**src/design/ebi_pkg.sv**
```systemverilog
`timescale 1ns / 1ps
// ----------------------------------------------------------------------------
// ebi_pkg
// Shared types, constants and helper functions of the two-axis Euler body
// integrator: payload structs, lane operation codes, step sequencing, saturation.
// ----------------------------------------------------------------------------
package ebi_pkg;

  localparam int DATA_W = 32;
  localparam int FRAC_W = 16;
  // magnitude of a 32 x 32 product after dropping the fraction bits
  localparam int PROD_W = 47;
  // signed width that holds any 32-bit value plus a shifted product
  localparam int SUM_W  = PROD_W + 2;
  localparam int STEP_W = 3;

  localparam logic [1:0] CMD_FORCE  = 2'd0;
  localparam logic [1:0] CMD_TICK   = 2'd1;
  localparam logic [1:0] CMD_SETPOS = 2'd2;

  localparam int ADDR_W = 5;
  localparam logic [2:0] REG_INV_MASS    = 3'd0;
  localparam logic [2:0] REG_FRICTION    = 3'd1;
  localparam logic [2:0] REG_MAX_SPEED_X = 3'd2;
  localparam logic [2:0] REG_MAX_SPEED_Y = 3'd3;
  localparam logic [2:0] REG_ZERO_BAND   = 3'd4;

  localparam logic [31:0] INV_MASS_RST    = 32'd65536;
  localparam logic [31:0] FRICTION_RST    = 32'd65536;
  localparam logic [30:0] MAX_SPEED_X_RST = 31'd19660800;
  localparam logic [30:0] MAX_SPEED_Y_RST = 31'd45875200;
  localparam logic [15:0] ZERO_BAND_RST   = 16'd0;

  typedef struct packed {
    logic [1:0]         command;
    logic signed [31:0] value_x;
    logic signed [31:0] value_y;
    logic [15:0]        delta_time;
  } in_item_t;

  typedef struct packed {
    logic signed [31:0] pos_out_x;
    logic signed [31:0] pos_out_y;
    logic signed [31:0] vel_out_x;
    logic signed [31:0] vel_out_y;
  } out_item_t;

  typedef enum logic [3:0] {
    OP_NONE,
    OP_MUL_DRAG,
    OP_DRAG,
    OP_MUL_ACC,
    OP_ACC,
    OP_MUL_VEL,
    OP_VEL,
    OP_MUL_POS,
    OP_POS,
    OP_MUL_FORCE,
    OP_SETPOS
  } lane_op_t;

  typedef struct packed {
    logic     load;
    lane_op_t op;
  } lane_ctl_t;

  // lane operation for a given command and step
  function automatic lane_op_t step_op(logic [1:0] cmd, logic [STEP_W-1:0] step);
    lane_op_t op;
    op = OP_NONE;
    case (cmd)
      CMD_TICK: begin
        case (step)
          3'd0:    op = OP_MUL_DRAG;
          3'd1:    op = OP_DRAG;
          3'd2:    op = OP_MUL_ACC;
          3'd3:    op = OP_ACC;
          3'd4:    op = OP_MUL_VEL;
          3'd5:    op = OP_VEL;
          3'd6:    op = OP_MUL_POS;
          3'd7:    op = OP_POS;
          default: op = OP_NONE;
        endcase
      end
      CMD_FORCE:  op = (step == '0) ? OP_MUL_FORCE : OP_ACC;
      CMD_SETPOS: op = OP_SETPOS;
      default:    op = OP_NONE;
    endcase
    return op;
  endfunction

  function automatic logic [STEP_W-1:0] last_step(logic [1:0] cmd);
    logic [STEP_W-1:0] s;
    case (cmd)
      CMD_TICK:  s = 3'd7;
      CMD_FORCE: s = 3'd1;
      default:   s = '0;
    endcase
    return s;
  endfunction

  function automatic logic signed [DATA_W-1:0] sat32(logic signed [SUM_W-1:0] v);
    logic signed [SUM_W-1:0] hi;
    logic signed [SUM_W-1:0] lo;
    hi = $signed({{(SUM_W-DATA_W){1'b0}}, 1'b0, {(DATA_W-1){1'b1}}});
    lo = $signed({{(SUM_W-DATA_W){1'b1}}, 1'b1, {(DATA_W-1){1'b0}}});
    if (v > hi) begin
      return $signed({1'b0, {(DATA_W-1){1'b1}}});
    end else if (v < lo) begin
      return $signed({1'b1, {(DATA_W-1){1'b0}}});
    end
    return $signed(v[DATA_W-1:0]);
  endfunction

endpackage

```
**src/design/ebi_ctrl.sv**
```systemverilog
`timescale 1ns / 1ps
// ----------------------------------------------------------------------------
// ebi_ctrl
// Command sequencer: takes an input transfer, steps both lanes through the
// operations of the command, then hands the result to the output register.
// ----------------------------------------------------------------------------
module ebi_ctrl (
  input  logic               clk,
  input  logic               rst_n,
  input  logic               in_valid,
  input  logic [1:0]         in_command,
  input  logic               out_free,
  output logic               in_stall,
  output ebi_pkg::lane_ctl_t ctl,
  output logic               done
);

  typedef enum logic [1:0] {
    S_IDLE,
    S_RUN,
    S_DONE
  } state_t;

  state_t                         state_r;
  logic [1:0]                     cmd_r;
  logic [ebi_pkg::STEP_W-1:0]     step_r;

  assign in_stall = (state_r != S_IDLE);
  assign done     = (state_r == S_DONE) && out_free;
  assign ctl.load = (state_r == S_IDLE) && in_valid;
  assign ctl.op   = (state_r == S_RUN) ? ebi_pkg::step_op(cmd_r, step_r) : ebi_pkg::OP_NONE;

  always_ff @(posedge clk) begin
    if (!rst_n) begin
      state_r <= S_IDLE;
      cmd_r   <= ebi_pkg::CMD_FORCE;
      step_r  <= '0;
    end else begin
      case (state_r)
        S_IDLE: begin
          if (in_valid) begin
            cmd_r   <= in_command;
            step_r  <= '0;
            state_r <= S_RUN;
          end
        end
        S_RUN: begin
          if (step_r == ebi_pkg::last_step(cmd_r)) begin
            state_r <= S_DONE;
          end else begin
            step_r <= step_r + 1'b1;
          end
        end
        S_DONE: begin
          if (out_free) begin
            state_r <= S_IDLE;
          end
        end
        default: state_r <= S_IDLE;
      endcase
    end
  end

  a_step_bound: assert property (@(posedge clk) disable iff (!rst_n)
    state_r == S_RUN |-> step_r <= ebi_pkg::last_step(cmd_r))
    else $error("step counter past the end of the command");

  a_hold_result: assert property (@(posedge clk) disable iff (!rst_n)
    (state_r == S_DONE && !out_free) |=> state_r == S_DONE)
    else $error("finished result dropped while output busy");

endmodule

```
**config.mk**
```make
export PLATFORM = sky130hd
export DESIGN_NAME = ebi_ctrl
export DESIGN_NICKNAME = d
export VERILOG_FILES = /design/src/design/ebi_pkg.sv /design/src/design/ebi_ctrl.sv
export SDC_FILE = /design/constraint.sdc
export NUM_CORES = 1
export LEC_CHECK = 0
export BUFFER_PORTS_ARGS = -buffer_cell sky130_fd_sc_hd__buf_4
export CELL_PAD_IN_SITES_DETAIL_PLACEMENT = 0
export CELL_PAD_IN_SITES_GLOBAL_PLACEMENT = 1
export CORE_MARGIN = 2
export CORE_UTILIZATION = 34
export DETAILED_ROUTE_END_ITERATION = 10
export PLACE_DENSITY = 0.77
export RECOVER_POWER = 100
export SLEW_MARGIN = 0
export SYNTH_ARGS = -nofsm -noshare
export SYNTH_HDL_FRONTEND = slang
export SYNTH_SLANG_ARGS = --single-unit
```
**constraint.sdc**
```tcl
create_clock -name clk -period 1.6 [get_ports clk]
set_input_delay 0.24 -clock clk [delete_from_list [all_inputs] [get_ports clk]]
set_output_delay 0.24 -clock clk [all_outputs]
set_load 0.01 [all_outputs]
```
# --- Word-level counts from Yosys, hierarchy flattened ---
# Memories as Yosys holds them, arrays and structs flattened. A register that Yosys moved wholly into a read port is not among the register bits.
# Cells that the tools add are included.
word_totals:
  input_bits: 6
  mem_count: 1
  reg_bits: 7
  word_cells: 39
  mem_bits_ro: 32
mem_list:
  columns: ["memory", "words", "width", "rd", "rd_clocked_by_memory_dff", "wr", "line", "source"]
  rows:
  - ["(no name shown)", 8, 4, 1, 1, 0, "ebi_pkg.sv:73", "case (step)"]
op_classes:
  n_mux: 15
  n_addsub: 1
  n_reduce_logical: 10
  n_eq_ne: 9
op_table:
  columns: ["op", "count"]
  rows:
  - ["$mux W3", 6]
  - ["$pmux W3 S2", 2]
  - ["$pmux W4 S3", 1]
  - ["$mux W4", 2]
  - ["$mux W2", 3]
  - ["$ne A2 B2 Y1 const B", 3]
  - ["$pmux W2 S3", 1]
  - ["$reduce_and A3 Y1", 2]
  - ["$eq A2 B1 Y1 const B", 2]
  - ["$eq A2 B2 Y1 const B", 2]
  - ["$logic_not A2 Y1", 2]
  - ["$reduce_bool A2 Y1", 2]
  - ["$add A3 B1 Y3 const B", 1]
  - ["$eq A3 B3 Y1", 1]
  - ["$logic_not A3 Y1", 1]
  - ["$logic_and A1 B1 Y1", 2]
  - ["$ne A2 B1 Y1 const B", 1]
  - ["$reduce_and A2 Y1", 1]

# --- Logic depth before layout (Yosys ltp) ---
depth:
  depth_word: 9
  ltp_mapped: 7
  mapped_depth_nobuf: 7

# --- Worst setup path after synthesis ---
# Ideal clock, no wire load.
synth_timing:
  path_type: "reg-to-reg"
  from: "reg step_r[1] in the netlist's numbering"
  to: "reg with a tool-made name"
  stages_incl_launch_ff: 6
  setup_time_ps: 122
  path_slack_ps: -104
  path_buffers: 0
  t_arrival_ps: 1583
  period_less_slack_ps: 1704
  required_ps: 1478
  path_cell_list: "dfxtp_1 > or3_4 > a211oi_4 > o31ai_1 > and2_1 > ha_1"
synth_lines:
  columns: ["element", "line", "source"]
  rows:
  - ["start: declaration", "ebi_ctrl.sv:26", "logic [ebi_pkg::STEP_W-1:0] step_r;"]
  - ["start signal: assignment", "ebi_ctrl.sv:51", "step_r <= step_r + 1'b1;"]

==> results by group <==
Outcome
  • Status: finished with violations
  • Failing checks: setup timing

Critical path
  • Worst Path Max Fanout: 4
  • WP data arrival: 1.84 ns
  • Worst setup SP type: flop
  • Crit path largest cell delay: 0.38 ns
  • Slowest CP cell: o311a_2
  • Endpoint type of the worst setup path: flop
  • Crit-path cells: buf_4, nor4b_4, nor3_2, o311a_2, buf_6, nand2_2, mux2i_1
  • Worst Path Required: 1.77 ns
  • Crit path kind: flop to flop

Detailed routing
  • DR vias/cell: 4.86
  • 1st-iter DRT viols: 9
  • Vias: 642
  • Detailed Route WL: 1690 um
  • Detail Route Antenna Nets: 0
  • DR pass1 iterations: 4
  • Drc violations: 0
  • Avg WL per Cell: 12.8 um

Die
  • Row count: 15
  • Area of the core: 0.00175 mm2
  • Initial core utilization: 36.3%
  • Die Height: 47.2 um
  • Die outline width: 47.2 um
  • Die area: 0.00223 mm2
  • Ports: 13

GRT
  • Pin count of the biggest net entering global routing: 11
  • Tot GR Track Use: 15.7%
  • Overflow after GRT: 0
  • First-pass GRT wire length: 2460 um
  • Vias in the first global route: 585
  • Initial antenna violation count: 0

Timing
  • Max Freq: 0.597 GHz
  • Final Skew: 0.00180 ns
  • Relative slew slack: 79.4%
  • Crit path setup slack, layout: -0.0764 ns
  • Worst Tran Pin Value: 0.307 ns
  • Final Hold Fails: 0
  • RSZ-0062 raised after global routing: true
  • Minimum clock period after layout: 1.68 ns
  • Max Slew Vio Count: 0
  • Final setup viols: 6
  • Final worst-path cycle share: 105%

Synth
  • Post-synth net total: 83
  • Synth area leaders: dfxtp_1, ha_1, nand2b_1, nand2_1, a21boi_0
  • Syn_area_per_cell: 8.57 um2
  • Post-synth EDFFs: 0
  • Share of synthesized flip-flops with an asynchronous set or reset: 0%
  • Register bit total from synthesis: 11
  • Cell area after synthesis: 634 um2
  • Count leader, synth: dfxtp_1
  • Share of the synthesized area in the top cell type: 34.7%
  • Synth warn: 0
  • Top post-synthesis cells by count: dfxtp_1, nand2_1, inv_1, nand2b_1, nor2_1
  • Synth cell types: 31
  • Seq/Total Area, Yosys: 34.7%
  • Ys flop type: dfxtp_1
  • Post-Synthesis Cells: 74
  • Area leader, netlist: dfxtp_1

Power and ir drop
  • Switching Power: 0.000238 W
  • Register share of total power: 39.9%
  • Power, Total: 0.000770 W
  • Worst IR Drop VDD: 0.627 mV
  • Sw Ratio: 30.8%
  • Internal: 0.000533 W
  • Leak: 0.445 nW
  • Cell area power density: 721 mW/mm2
  • Combinational power share: 35.6%
  • Clock Power Share: 24.6%

Place
  • PortBufs: 12
  • Post-DP HPWL: 1120 um
  • Dpl ws: -0.0857 ns
  • Final Wtd Congestion: 0.912

Min path
  • Worst min path class: input port to flop

Clock network
  • CTS Hold Buffers Added: 0
  • Reg clk slew, reported paths: 0.07 ns
  • Htree depth: 1
  • Clock Latency Late Sink: 0.27 ns
  • Longest Clk Path Bufs: 2
  • CTS tree: yes
  • Root Driver: clkbuf_4
  • Total CTS buffers: 3
  • Clock sinks: 11

Final layout
  • Final nets: 117
  • Fraction of layout cells with a size suffix above 1: 59.8%
  • Area Overhead vs Synth: 68.4%
  • Final core utilization: 61.2%
  • Ant diodes: 0

Job
  • Maxcap violations: 0
## per-stage QoR
| stage | TNS (ns) | cell area [um2] | std cells | hold WS [ns] |
|---|---|---|---|---|
| 6_report | -0.317 | 1070 | 132 | 0.225 |
| 5_1_grt | -0.861 | 1070 | 132 | 0.231 |
| 4_1_cts | -0.435 | 978 | 126 | 0.223 |
| 3_5_place_dp | -0.229 | 842 | 119 | 0.514 |
| 3_3_place_gp | -0.149 | 842 | 119 | 0.509 |
| 2_1_floorplan | -0.0215 | 658 | 74 | 0.385 |
## power by group through the flow
stage | combinational, W | sequential [W] | clock [W]
2_1_floorplan | 0.000115 | 0.000307 | 0
3_3_place_gp | 0.000196 | 0.000309 | 0
3_5_place_dp | 0.000195 | 0.000310 | 0
4_1_cts | 0.000238 | 0.000306 | 0.000199
5_1_grt | 0.000296 | 0.000309 | 0.000213
6_report | 0.000274 | 0.000307 | 0.000189
## placed cells by master, fill, tap and decap left out, types with 2 or more instances in the layout
master and n:
nand2_2 2, a21oi_1 2, dfxtp_4 3, nor3_2 2, nor2_1 3, nand2_1 6
ha_4 2, o311a_2 2, nand2b_1 3, dfxtp_1 7, nand2b_4 2, inv_4 2
inv_1 3, clkbuf_1 2, and2_1 2, buf_6 5, clkbuf_4 3, nand3b_1 2
a21boi_0 3, buf_4 26
## per-layer routing
metal | global-route usage (%) | vias to the layer above | routed length (um)
met1 | 18.9 | 301 | 755
met2 | 27.7 | 14 | 862
li1 | - | 325 | -
met3 | 2.31 | 2 | 54
met4 | 6.67 | 0 | 21
met5 | 0 | - | 0
## cells by family after synthesis
| family | count (synthesis) | synth area share [%] |
|---|---|---|
| flops | 11 | 34.7 |
| buf+inv | 10 | 6.71 |
| compound gates | 16 | 20.7 |
| simple gates | 33 | 30.4 |
| mux | 1 | 1.58 |
| fa+ha+maj | 3 | 5.92 |
## timing repair
action,4_1_cts,5_1_grt
endpoints found under the setup margin,7,11
buffers inserted,4,6
gates resized for setup,25,14
pin swaps,9,6
## layout make-up
type | count | area, um2
Clock buffer | 3 | 22.5
Clock inverter | 1 | 5.00
Fill cell | 158 | 677
Inverter | 6 | 27.5
Multi-Input combinational cell | 53 | 490
Sequential cell | 11 | 233
Tap cell | 25 | 31.3
Timing Repair Buffer | 33 | 259
## critical path: cells and delay by family, from the launching register on
family / cells / cell delay (ns)
compound gates: 1 / 0.38
buf+inv: 2 / 0.27
flops: 1 / 0.36
mux: 1 / 0.06
simple gates: 3 / 0.51
## final timing paths
| check | slack, ns | from | cells after the start | end |
|---|---|---|---|---|
| hold reg to reg | 0.64 | cmd_r[0] | 3 | cmd_r[0] |
| setup reg to reg | -0.08 | step_r[1] | 7 | flop |
| hold / removal | 0.22 | in_command[0] | 3 | cmd_r[0] |
| setup / recovery | -0.08 | step_r[1] | 7 | flop |
Power figures use the tool's default switching activity.
