--- config.mk ---
export PLATFORM = sky130hd
export DESIGN_NAME = ebi_lane
export DESIGN_NICKNAME = d
export VERILOG_FILES = /design/src/design/ebi_pkg.sv /design/src/design/ebi_lane.sv
export SDC_FILE = /design/constraint.sdc
export NUM_CORES = 2
export LEC_CHECK = 0
export BUFFER_PORTS_ARGS = -buffer_cell sky130_fd_sc_hd__buf_2
export CAP_MARGIN = 20
export CORE_MARGIN = 5
export CORE_UTILIZATION = 50
export CTS_CLUSTER_DIAMETER = 200
export DETAILED_ROUTE_END_ITERATION = 12
export MAX_ROUTING_LAYER = met4
export PLACE_DENSITY = 0.72
export SYNTH_ARGS = -nofsm -noshare
export SYNTH_HDL_FRONTEND = slang
export SYNTH_SLANG_ARGS = --single-unit
export TNS_END_PERCENT = 5
--- constraint.sdc ---
create_clock -name clk -period 21.3 [get_ports clk]
set_input_delay 6.39 -clock clk [delete_from_list [all_inputs] [get_ports clk]]
set_output_delay 6.39 -clock clk [all_outputs]
set_load 0.01 [all_outputs]
--- src/design/ebi_pkg.sv ---
`timescale 1ns / 1ps
// ----------------------------------------------------------------------------
// ebi_pkg
// Shared types, constants and helper functions of the two-axis Euler body
// integrator: payload structs, lane operation codes, step sequencing, saturation.
// ----------------------------------------------------------------------------
package ebi_pkg;

  localparam int DATA_W = 32;
  localparam int FRAC_W = 16;
  // magnitude of a 32 x 32 product after dropping the fraction bits
  localparam int PROD_W = 47;
  // signed width that holds any 32-bit value plus a shifted product
  localparam int SUM_W  = PROD_W + 2;
  localparam int STEP_W = 3;

  localparam logic [1:0] CMD_FORCE  = 2'd0;
  localparam logic [1:0] CMD_TICK   = 2'd1;
  localparam logic [1:0] CMD_SETPOS = 2'd2;

  localparam int ADDR_W = 5;
  localparam logic [2:0] REG_INV_MASS    = 3'd0;
  localparam logic [2:0] REG_FRICTION    = 3'd1;
  localparam logic [2:0] REG_MAX_SPEED_X = 3'd2;
  localparam logic [2:0] REG_MAX_SPEED_Y = 3'd3;
  localparam logic [2:0] REG_ZERO_BAND   = 3'd4;

  localparam logic [31:0] INV_MASS_RST    = 32'd65536;
  localparam logic [31:0] FRICTION_RST    = 32'd65536;
  localparam logic [30:0] MAX_SPEED_X_RST = 31'd19660800;
  localparam logic [30:0] MAX_SPEED_Y_RST = 31'd45875200;
  localparam logic [15:0] ZERO_BAND_RST   = 16'd0;

  typedef struct packed {
    logic [1:0]         command;
    logic signed [31:0] value_x;
    logic signed [31:0] value_y;
    logic [15:0]        delta_time;
  } in_item_t;

  typedef struct packed {
    logic signed [31:0] pos_out_x;
    logic signed [31:0] pos_out_y;
    logic signed [31:0] vel_out_x;
    logic signed [31:0] vel_out_y;
  } out_item_t;

  typedef enum logic [3:0] {
    OP_NONE,
    OP_MUL_DRAG,
    OP_DRAG,
    OP_MUL_ACC,
    OP_ACC,
    OP_MUL_VEL,
    OP_VEL,
    OP_MUL_POS,
    OP_POS,
    OP_MUL_FORCE,
    OP_SETPOS
  } lane_op_t;

  typedef struct packed {
    logic     load;
    lane_op_t op;
  } lane_ctl_t;

  // lane operation for a given command and step
  function automatic lane_op_t step_op(logic [1:0] cmd, logic [STEP_W-1:0] step);
    lane_op_t op;
    op = OP_NONE;
    case (cmd)
      CMD_TICK: begin
        case (step)
          3'd0:    op = OP_MUL_DRAG;
          3'd1:    op = OP_DRAG;
          3'd2:    op = OP_MUL_ACC;
          3'd3:    op = OP_ACC;
          3'd4:    op = OP_MUL_VEL;
          3'd5:    op = OP_VEL;
          3'd6:    op = OP_MUL_POS;
          3'd7:    op = OP_POS;
          default: op = OP_NONE;
        endcase
      end
      CMD_FORCE:  op = (step == '0) ? OP_MUL_FORCE : OP_ACC;
      CMD_SETPOS: op = OP_SETPOS;
      default:    op = OP_NONE;
    endcase
    return op;
  endfunction

  function automatic logic [STEP_W-1:0] last_step(logic [1:0] cmd);
    logic [STEP_W-1:0] s;
    case (cmd)
      CMD_TICK:  s = 3'd7;
      CMD_FORCE: s = 3'd1;
      default:   s = '0;
    endcase
    return s;
  endfunction

  function automatic logic signed [DATA_W-1:0] sat32(logic signed [SUM_W-1:0] v);
    logic signed [SUM_W-1:0] hi;
    logic signed [SUM_W-1:0] lo;
    hi = $signed({{(SUM_W-DATA_W){1'b0}}, 1'b0, {(DATA_W-1){1'b1}}});
    lo = $signed({{(SUM_W-DATA_W){1'b1}}, 1'b1, {(DATA_W-1){1'b0}}});
    if (v > hi) begin
      return $signed({1'b0, {(DATA_W-1){1'b1}}});
    end else if (v < lo) begin
      return $signed({1'b1, {(DATA_W-1){1'b0}}});
    end
    return $signed(v[DATA_W-1:0]);
  endfunction

endpackage

--- src/design/ebi_lane.sv ---
`timescale 1ns / 1ps
// ----------------------------------------------------------------------------
// ebi_lane
// One axis of the body: acceleration, velocity and position state with a
// shared 32 x 32 magnitude multiplier and a post-product add/saturate stage.
// ----------------------------------------------------------------------------
module ebi_lane (
  input  logic                       clk,
  input  logic                       rst_n,
  input  ebi_pkg::lane_ctl_t         ctl,
  input  logic signed [31:0]         value,
  input  logic [15:0]                delta_time,
  input  logic [31:0]                inv_mass,
  input  logic [31:0]                friction,
  input  logic [30:0]                max_speed,
  input  logic [15:0]                zero_band,
  output logic signed [31:0]         pos,
  output logic signed [31:0]         vel
);

  localparam int SW = ebi_pkg::SUM_W;
  localparam int EXT = ebi_pkg::SUM_W - ebi_pkg::DATA_W;

  logic signed [31:0] val_r;
  logic [15:0]        dt_r;
  logic signed [31:0] acc_r, acc_nxt;
  logic signed [31:0] vel_r, vel_nxt;
  logic signed [31:0] pos_r, pos_nxt;
  logic signed [31:0] drag_r, drag_nxt;
  logic [ebi_pkg::PROD_W-1:0] prod_mag_r, prod_mag_nxt;
  logic                       prod_neg_r, prod_neg_nxt;

  logic               mul_en;
  logic signed [31:0] a_op;
  logic [31:0]        b_op;
  logic [31:0]        a_mag;
  logic [63:0]        prod_full;
  logic signed [SW-1:0] prod_s;
  logic signed [SW-1:0] acc_sum, vel_sum, pos_sum;
  logic signed [SW-1:0] lim, vel_clamp, vel_abs;

  always_comb begin
    mul_en = 1'b1;
    a_op   = vel_r;
    b_op   = friction;
    case (ctl.op)
      ebi_pkg::OP_MUL_DRAG: begin
        a_op = vel_r;
        b_op = friction;
      end
      ebi_pkg::OP_MUL_ACC: begin
        a_op = drag_r;
        b_op = inv_mass;
      end
      ebi_pkg::OP_MUL_VEL: begin
        a_op = acc_r;
        b_op = {16'd0, dt_r};
      end
      ebi_pkg::OP_MUL_POS: begin
        a_op = vel_r;
        b_op = {16'd0, dt_r};
      end
      ebi_pkg::OP_MUL_FORCE: begin
        a_op = val_r;
        b_op = inv_mass;
      end
      default: mul_en = 1'b0;
    endcase
  end

  // sign and magnitude so the product truncates toward zero
  assign a_mag        = a_op[31] ? (~a_op + 32'd1) : a_op;
  assign prod_full    = a_mag * b_op;
  assign prod_mag_nxt = prod_full[ebi_pkg::PROD_W+ebi_pkg::FRAC_W-1:ebi_pkg::FRAC_W];
  assign prod_neg_nxt = a_op[31];

  assign prod_s  = prod_neg_r ? -$signed({2'b00, prod_mag_r}) : $signed({2'b00, prod_mag_r});
  assign acc_sum = $signed({{EXT{acc_r[31]}}, acc_r}) + prod_s;
  assign vel_sum = $signed({{EXT{vel_r[31]}}, vel_r}) + prod_s;
  assign pos_sum = $signed({{EXT{pos_r[31]}}, pos_r}) + prod_s;
  assign lim     = $signed({{(SW-31){1'b0}}, max_speed});

  always_comb begin
    if (vel_sum > lim) begin
      vel_clamp = lim;
    end else if (vel_sum < -lim) begin
      vel_clamp = -lim;
    end else begin
      vel_clamp = vel_sum;
    end
    vel_abs = vel_clamp[SW-1] ? -vel_clamp : vel_clamp;
  end

  always_comb begin
    acc_nxt  = acc_r;
    vel_nxt  = vel_r;
    pos_nxt  = pos_r;
    drag_nxt = drag_r;
    case (ctl.op)
      ebi_pkg::OP_DRAG: drag_nxt = ebi_pkg::sat32(-prod_s);
      ebi_pkg::OP_ACC:  acc_nxt  = ebi_pkg::sat32(acc_sum);
      ebi_pkg::OP_VEL: begin
        if (vel_abs <= $signed({{(SW-16){1'b0}}, zero_band})) begin
          vel_nxt = '0;
        end else begin
          vel_nxt = $signed(vel_clamp[31:0]);
        end
      end
      ebi_pkg::OP_POS: begin
        pos_nxt = ebi_pkg::sat32(pos_sum);
        acc_nxt = '0;
      end
      ebi_pkg::OP_SETPOS: pos_nxt = val_r;
      default: ;
    endcase
  end

  always_ff @(posedge clk) begin
    if (!rst_n) begin
      acc_r  <= '0;
      vel_r  <= '0;
      pos_r  <= '0;
      drag_r <= '0;
    end else begin
      acc_r  <= acc_nxt;
      vel_r  <= vel_nxt;
      pos_r  <= pos_nxt;
      drag_r <= drag_nxt;
    end
  end

  always_ff @(posedge clk) begin
    if (ctl.load) begin
      val_r <= value;
      dt_r  <= delta_time;
    end
    if (mul_en) begin
      prod_mag_r <= prod_mag_nxt;
      prod_neg_r <= prod_neg_nxt;
    end
  end

  assign pos = pos_r;
  assign vel = vel_r;

  a_pos_clears_acc: assert property (@(posedge clk) disable iff (!rst_n)
    ctl.op == ebi_pkg::OP_POS |=> acc_r == '0)
    else $error("acceleration not cleared after position update");

  a_vel_in_limit: assert property (@(posedge clk) disable iff (!rst_n)
    ctl.op == ebi_pkg::OP_VEL |=>
      (vel_r <= $signed({1'b0, max_speed}) && vel_r >= -$signed({1'b0, max_speed})))
    else $error("velocity outside speed limit after clamp");

endmodule

* Word-level counts from Yosys, hierarchy flattened
Cells that the tools add are included.
** Storage, ports and cells
- Flip-flop bits (word level) :: 224
- Input bits :: 166
- Word-level logic and storage cells :: 71
** Operators by class
- Add/subtract/negate cells :: 8
- $mul :: 1
- Magnitude comparators :: 9
- Eq/ne operators :: 10
- Multiplexer cells :: 29
- Bitwise operators :: 1
- Reductions and logical operators :: 5
** Operator list (count)
- $mux W32 :: 11
- $mux W49 :: 4
- $pmux W32 S2 :: 3
- $add A32 B49 Y49 :: 3
- $gt A49 B32 Y1 const B :: 3
- $lt A49 B32 Y1 const B :: 3
- $neg A49 Y49 :: 2
- $pmux W32 S3 :: 1
- $mul A32 B32 Y63 :: 1
- $gt A49 B32 Y1 :: 1
- $le A49 B17 Y1 :: 1
- $lt A49 B49 Y1 :: 1
- $neg A31 Y49 :: 1
- $neg A47 Y49 :: 1
- $add A32 B1 Y32 const B :: 1
- $not A32 Y32 :: 1
- $eq A4 B3 Y1 const B :: 4
- $eq A4 B4 Y1 const B :: 3
- $mux W1 :: 10
- $eq A4 B2 Y1 const B :: 2
- $reduce_or A5 Y1 :: 1
- $eq A4 B1 Y1 const B :: 1
- $reduce_bool A2 Y1 :: 2
- $reduce_or A2 Y1 :: 2

* Depth between registers and ports, before layout
- Word-level depth :: 10
- Gate-level depth with buffers :: 58
- Depth with buffers taken out :: 51

* Worst setup path before layout
Ideal clock, no wire load.
- Path kind :: input-to-reg
- Start point :: in ctl[2] (netlist bit)
- End point :: reg prod_mag_r[46] (netlist bit), data pin
- Library setup time :: 0.260 ns
- Arrival time :: 17.211 ns
- Data required time :: 21.040 ns
- Slack :: 3.829 ns
- Cell stages on the path :: 48
- Buffers on the path :: 4
- Cells stage by stage :: clkbuf_1 -> clkbuf_1 -> nand3b_1 -> a21oi_1 -> o21ai_0 -> nand2_1 -> inv_1 -> buf_1 -> ha_1 -> and4_1 -> and3_1 -> and3_1 -> and3_1 -> and2_1 -> a21oi_1 -> xnor2_1 -> clkbuf_1 -> nand2_1 -> [... 12 more ...] -> fa_1 -> ha_1 -> a21o_1 -> a21o_1 -> a21o_1 -> a21oi_1 -> o21ai_0 -> or3_1 -> o211ai_1 -> a21oi_1 -> o31a_1 -> o21ai_0 -> a21o_1 -> o21ai_0 -> o2bb2ai_1 -> or3_1 -> a21oi_1 -> xnor2_1
** Between the ends
- Word-level cells in the longest chain between the ends :: 6
- Elaborated cells between the ends (all ways) :: 12
** RTL lines
- start: declaration :: RTL line ebi_lane.sv:10 : input ebi_pkg::lane_ctl_t ctl,
- $eq A4 B4 Y1 (tied with other cells) :: RTL line ebi_lane.sv:46 : case (ctl.op)
- $pmux W32 S3 :: RTL line ebi_lane.sv:46
- $not A32 Y32 :: RTL line ebi_lane.sv:72 : assign a_mag = a_op[31] ? (~a_op + 32'd1) : a_op;
- $add A32 B1 Y32 :: RTL line ebi_lane.sv:72
- $mux W32 :: RTL line ebi_lane.sv:72
- $mul A32 B32 Y63 (*) :: RTL line ebi_lane.sv:73 : assign prod_full = a_mag * b_op;
- named net prod_full[62] :: RTL line ebi_lane.sv:37 : logic [63:0] prod_full;
- end signal: assignment :: RTL line ebi_lane.sv:138 : prod_mag_r <= prod_mag_nxt;
- end: declaration :: RTL line ebi_lane.sv:30 : logic [ebi_pkg::PROD_W-1:0] prod_mag_r, prod_mag_nxt;
Mark *: on every way through the listed nets, which the timed path passes. The rest lies on a longest branch.
A chain may end at the register's enable or synchronous reset.

* Final worst setup path
- Start point :: in ctl[1] (netlist bit)
- End point :: reg prod_mag_r[46] (netlist bit), data pin
Same word-level chain as after synthesis.

==> impl_summary.txt <==
----------------------------------------------------
[GRT]
  Via count of the first global-routing pass ... 52440
  All-Layer GR Usage ... 0.3460
  Maximum number of pins on one net before global-route repair ... 81
  Initial antenna violation count ... 20
  Wire length of the first global-routing pass ... 314.6 mm
  Leftover overflow at the end of global routing ... 0

[Synthesis]
  Most common cell in the netlist ... nand2_1
  Leading cell types by total area after synthesis ... fa_1 (31%), ha_1 (11%), nand2_1 (7.4%), inv_1 (7.3%), edfxtp_1 (5.0%)
  Gate count of the mapped netlist ... 7005
  Number of enable flip-flop cells after synthesis ... 96
  Share of flip-flops with an asynchronous set or reset after synthesis ... 0
  Post-synth top area cell ... fa_1
  Post-synthesis net count ... 8565
  YS warnings ... 0
  Fraction of the yosys area taken by sequential cells ... 0.09444
  Count of different cell masters after synthesis ... 102
  Most used standard cells in the synthesized netlist ... nand2_1 (1133), inv_1 (1120), fa_1 (897)
  Summed instance area of the synthesized netlist ... 57660 µm²
  Share of the synthesized area in the top cell type ... 0.3115
  Count of state elements after synthesis ... 224
  Primary FF master, synth ... dfxtp_1
  Mean instance size in the synthesized netlist ... 8.231 µm²

[Clock tree]
  Clock Path Buffers ... 3
  Post-cts gate resize count ... 0
  Clock latency reported for the late side of the worst-skew pair ... 640 ps
  Clock buffers created by TritonCTS ... 29
  Number of H-tree levels ... 1
  CTS tree ... yes
  # clock sinks ... 224
  Clock Root Buffer ... clkbuf_16
  Clock-pin slew reported for the worst setup and hold paths after clock tree synthesis ... 60 ps
  CTS Hold Bufs ... 0
  Post-CTS repair timing setup buffer count ... 0

[Cells and area]
  Share of final-layout standard cells stronger than drive strength 1 ... 0.08179
  FILL cells ... 10690
  Filler-free cell count of the finished design ... 8611
  Layout overhead on the synthesized area ... 7.242%
  # nets final ... 8628

[Worst setup path]
  R2r setup slk ... 5800 ps
  Slowest library cell on the worst path ... xnor2_2
  Worst setup path end ... prod_mag_r[46]
  Arrival time worst endpoint ... 19450 ps
  Worst Setup Start Kind ... input port
  Maximum net fanout on the critical path ... 50
  Crit Path Category ... input port to flop
  Number of stages on the worst setup path ... 45
  Worst path top cell family by delay ... adder cells
  WP data required ... 21640 ps
  Crit path capture type ... flop
  Worst path bufs/invs ... 7
  Longest individual stage delay on the worst path ... 780 ps
  Number of cells on the worst reg-to-reg path ... 47
  R2R Path Start ... prod_mag_r[0]
  Worst reg2reg endpoint ... vel[13]
  Most Frequent Cell on Critical Path ... fa_1
  Critical Path Source ... ctl[1]

[Place]
  # placed instances ... 8544
  Global placement routability congestion ... 1.031
  Detailed placer's ending HPWL ... 166.1 mm
  Count of port buffers added during placement ... 229

[Drt]
  Routed len/inst ... 24.25 µm
  Number of vias per cell after detailed routing ... 6.137
  Drt initial violations ... 6220
  Pre-antenna DRT Iters ... 9
  Routed wire length ... 208.8 mm
  Number of antenna-violating nets in the routed design ... 0
  DRC Markers ... 0
  Count of vias placed by the detailed router ... 52840

[Pwr]
  Leak pwr ... 29.40 nW
  Peak VDD IR ... 0.07885 mV
  Ratio of total power to cell area ... 84.06 nW/µm²

[Flow run]
  Number of max-capacitance violations reported ... 0

[Timing]
  Max Clock Skew ... 41.01 ps
  Maximum clock frequency ... 52.33 MHz
  Setup repair after global routing missed its margin ... no
  Final count of pins violating max slew ... 0
  Post-route setup TNS ... 0 ps
  Rel. slew slack ... 0.1796
  Setup violators final ... 0
  Final critical path time including I/O delays and setup ... 19110 ps
  Worst slew pin tran ... 1220 ps
  Hold Vio Cnt, Final ... 0
  Final period util ... 0.8972

[Die]
  Die Outline Area ... 122200 µm²
  Die height ... 349.6 µm
  Core area ... 114500 µm²
  Die width ... 349.6 µm
  Placement Rows ... 124
  Starting density of the core ... 0.5035
  # IOs ... 230

[Hold path]
  Worst min-delay path category ... flop to flop
  Hold path depth ... 2

[Run status]
  Status ... finished clean

----------------------------------------------------
-- final cells by class --
cell class              instances  area [µm²]  area share
well taps                    1512        1892     0.03060
multi-input cells            5321       47010      0.7603
inverters                    1122        4212     0.06811
repair buffers                370        2285     0.03695
flip-flops and latches        224        5445     0.08807
clock inverters                18       195.2    0.003157
clock buffers                  36       772.0     0.01249
diodes                          8       20.02   0.0003238
-- flip-flops by register name, indices dropped and copies added, names as in the netlist --
| name | flops |
|---|---|
| acc_r | 32 |
| drag_r | 32 |
| dt_r | 16 |
| pos | 32 |
| prod_mag_r | 47 |
| prod_neg_r | 1 |
| val_r | 32 |
| vel | 32 |
-- logic make-up (layout without fill, tap and decap cells) --
logic type | count (synthesis) | count (layout) | synth area share
xor gates and xnor gates | 314 | 314 | 0.04770
and+or+nand+nor | 2354 | 2354 | 0.1898
adders and majority gates | 1394 | 1394 | 0.4193
muxes | 42 | 42 | 0.007769
buffers and inverters | 1460 | 1546 | 0.09598
AOI/OAI and AO/OA | 1217 | 1217 | 0.1449
other | 0 | 8 | 0
DFF | 224 | 224 | 0.09444
-- cells in the final DEF, fill, tap and decap left out, types with 42 or more instances in the layout --
cell type,instances
edfxtp_1,96
o21ai_0,178
nor2b_1,182
nor2_1,348
nand4_1,52
buf_4,134
fa_1,897
o21a_1,42
o211ai_1,55
o31ai_1,70
buf_2,229
a21o_1,102
xor2_1,91
a21boi_0,43
a21oi_1,297
xnor2_1,193
ha_1,497
and3_1,50
nand2_1,1129
nor3_1,119
inv_1,1120
and2_1,92
nand3_1,102
nand2b_1,58
dfxtp_1,128
-- layer usage --
metal | track usage | vias up | routed length [µm]
met3 | 0.09413 | 677 | 26310
met4 | 0.1612 | 0 | 12460
met1 | 0.4487 | 25840 | 80980
li1 | - | 23100 | -
met2 | 0.5060 | 3225 | 89100
met5 | - | - | 0
-- stage by stage --
| step | worst slack, ps | hold WS [ps] | cell area, µm² | utilization | total power [W] |
|---|---|---|---|---|---|
| 6_report | 2190 | 478.9 | 61830 | 0.5400 | 0.005197 |
| 5_1_grt | 1326 | 498.6 | 61820 | 0.5399 | 0.005620 |
| 4_1_cts | 2420 | 486.4 | 61720 | 0.5390 | 0.005107 |
| 3_5_place_dp | 1804 | 478.0 | 60750 | 0.5306 | 0.004565 |
| 3_3_place_gp | 1988 | 468.4 | 60700 | 0.5301 | 0.004486 |
| 2_1_floorplan | 3829 | 457.8 | 57660 | - | 0.003330 |
-- how the worst min path moves through the flow --
stage                     startpoint   endpoint  slack (ps)
final                        pos[15]    pos[15]         480
after global placement        pos[5]     pos[5]         470
after floorplan            acc_r[23]  acc_r[23]         460
after detailed placement      pos[3]     pos[3]         480
after global routing         pos[23]    pos[23]         500
after CTS                    pos[23]    pos[23]         490
-- where the power goes --
group | switching (W) | internal, W
Combinational | 0.00252 | 0.00151
Sequential | 0.0000801 | 0.000582
Clock | 0.000214 | 0.000295
Total | 0.00281 | 0.00238
-- worst register-to-register path: cells and delay by family, from the launching register on --
family | cells | cell delay [ps]
and+or+nand+nor | 16 | 4710
AOI/OAI and AO/OA | 18 | 4650
adders and majority gates | 5 | 1900
xor gates and xnor gates | 3 | 1310
muxes | 2 | 1270
buffers and inverters | 3 | 790
DFF | 1 | 690
(Power assumes the default switching activity.)
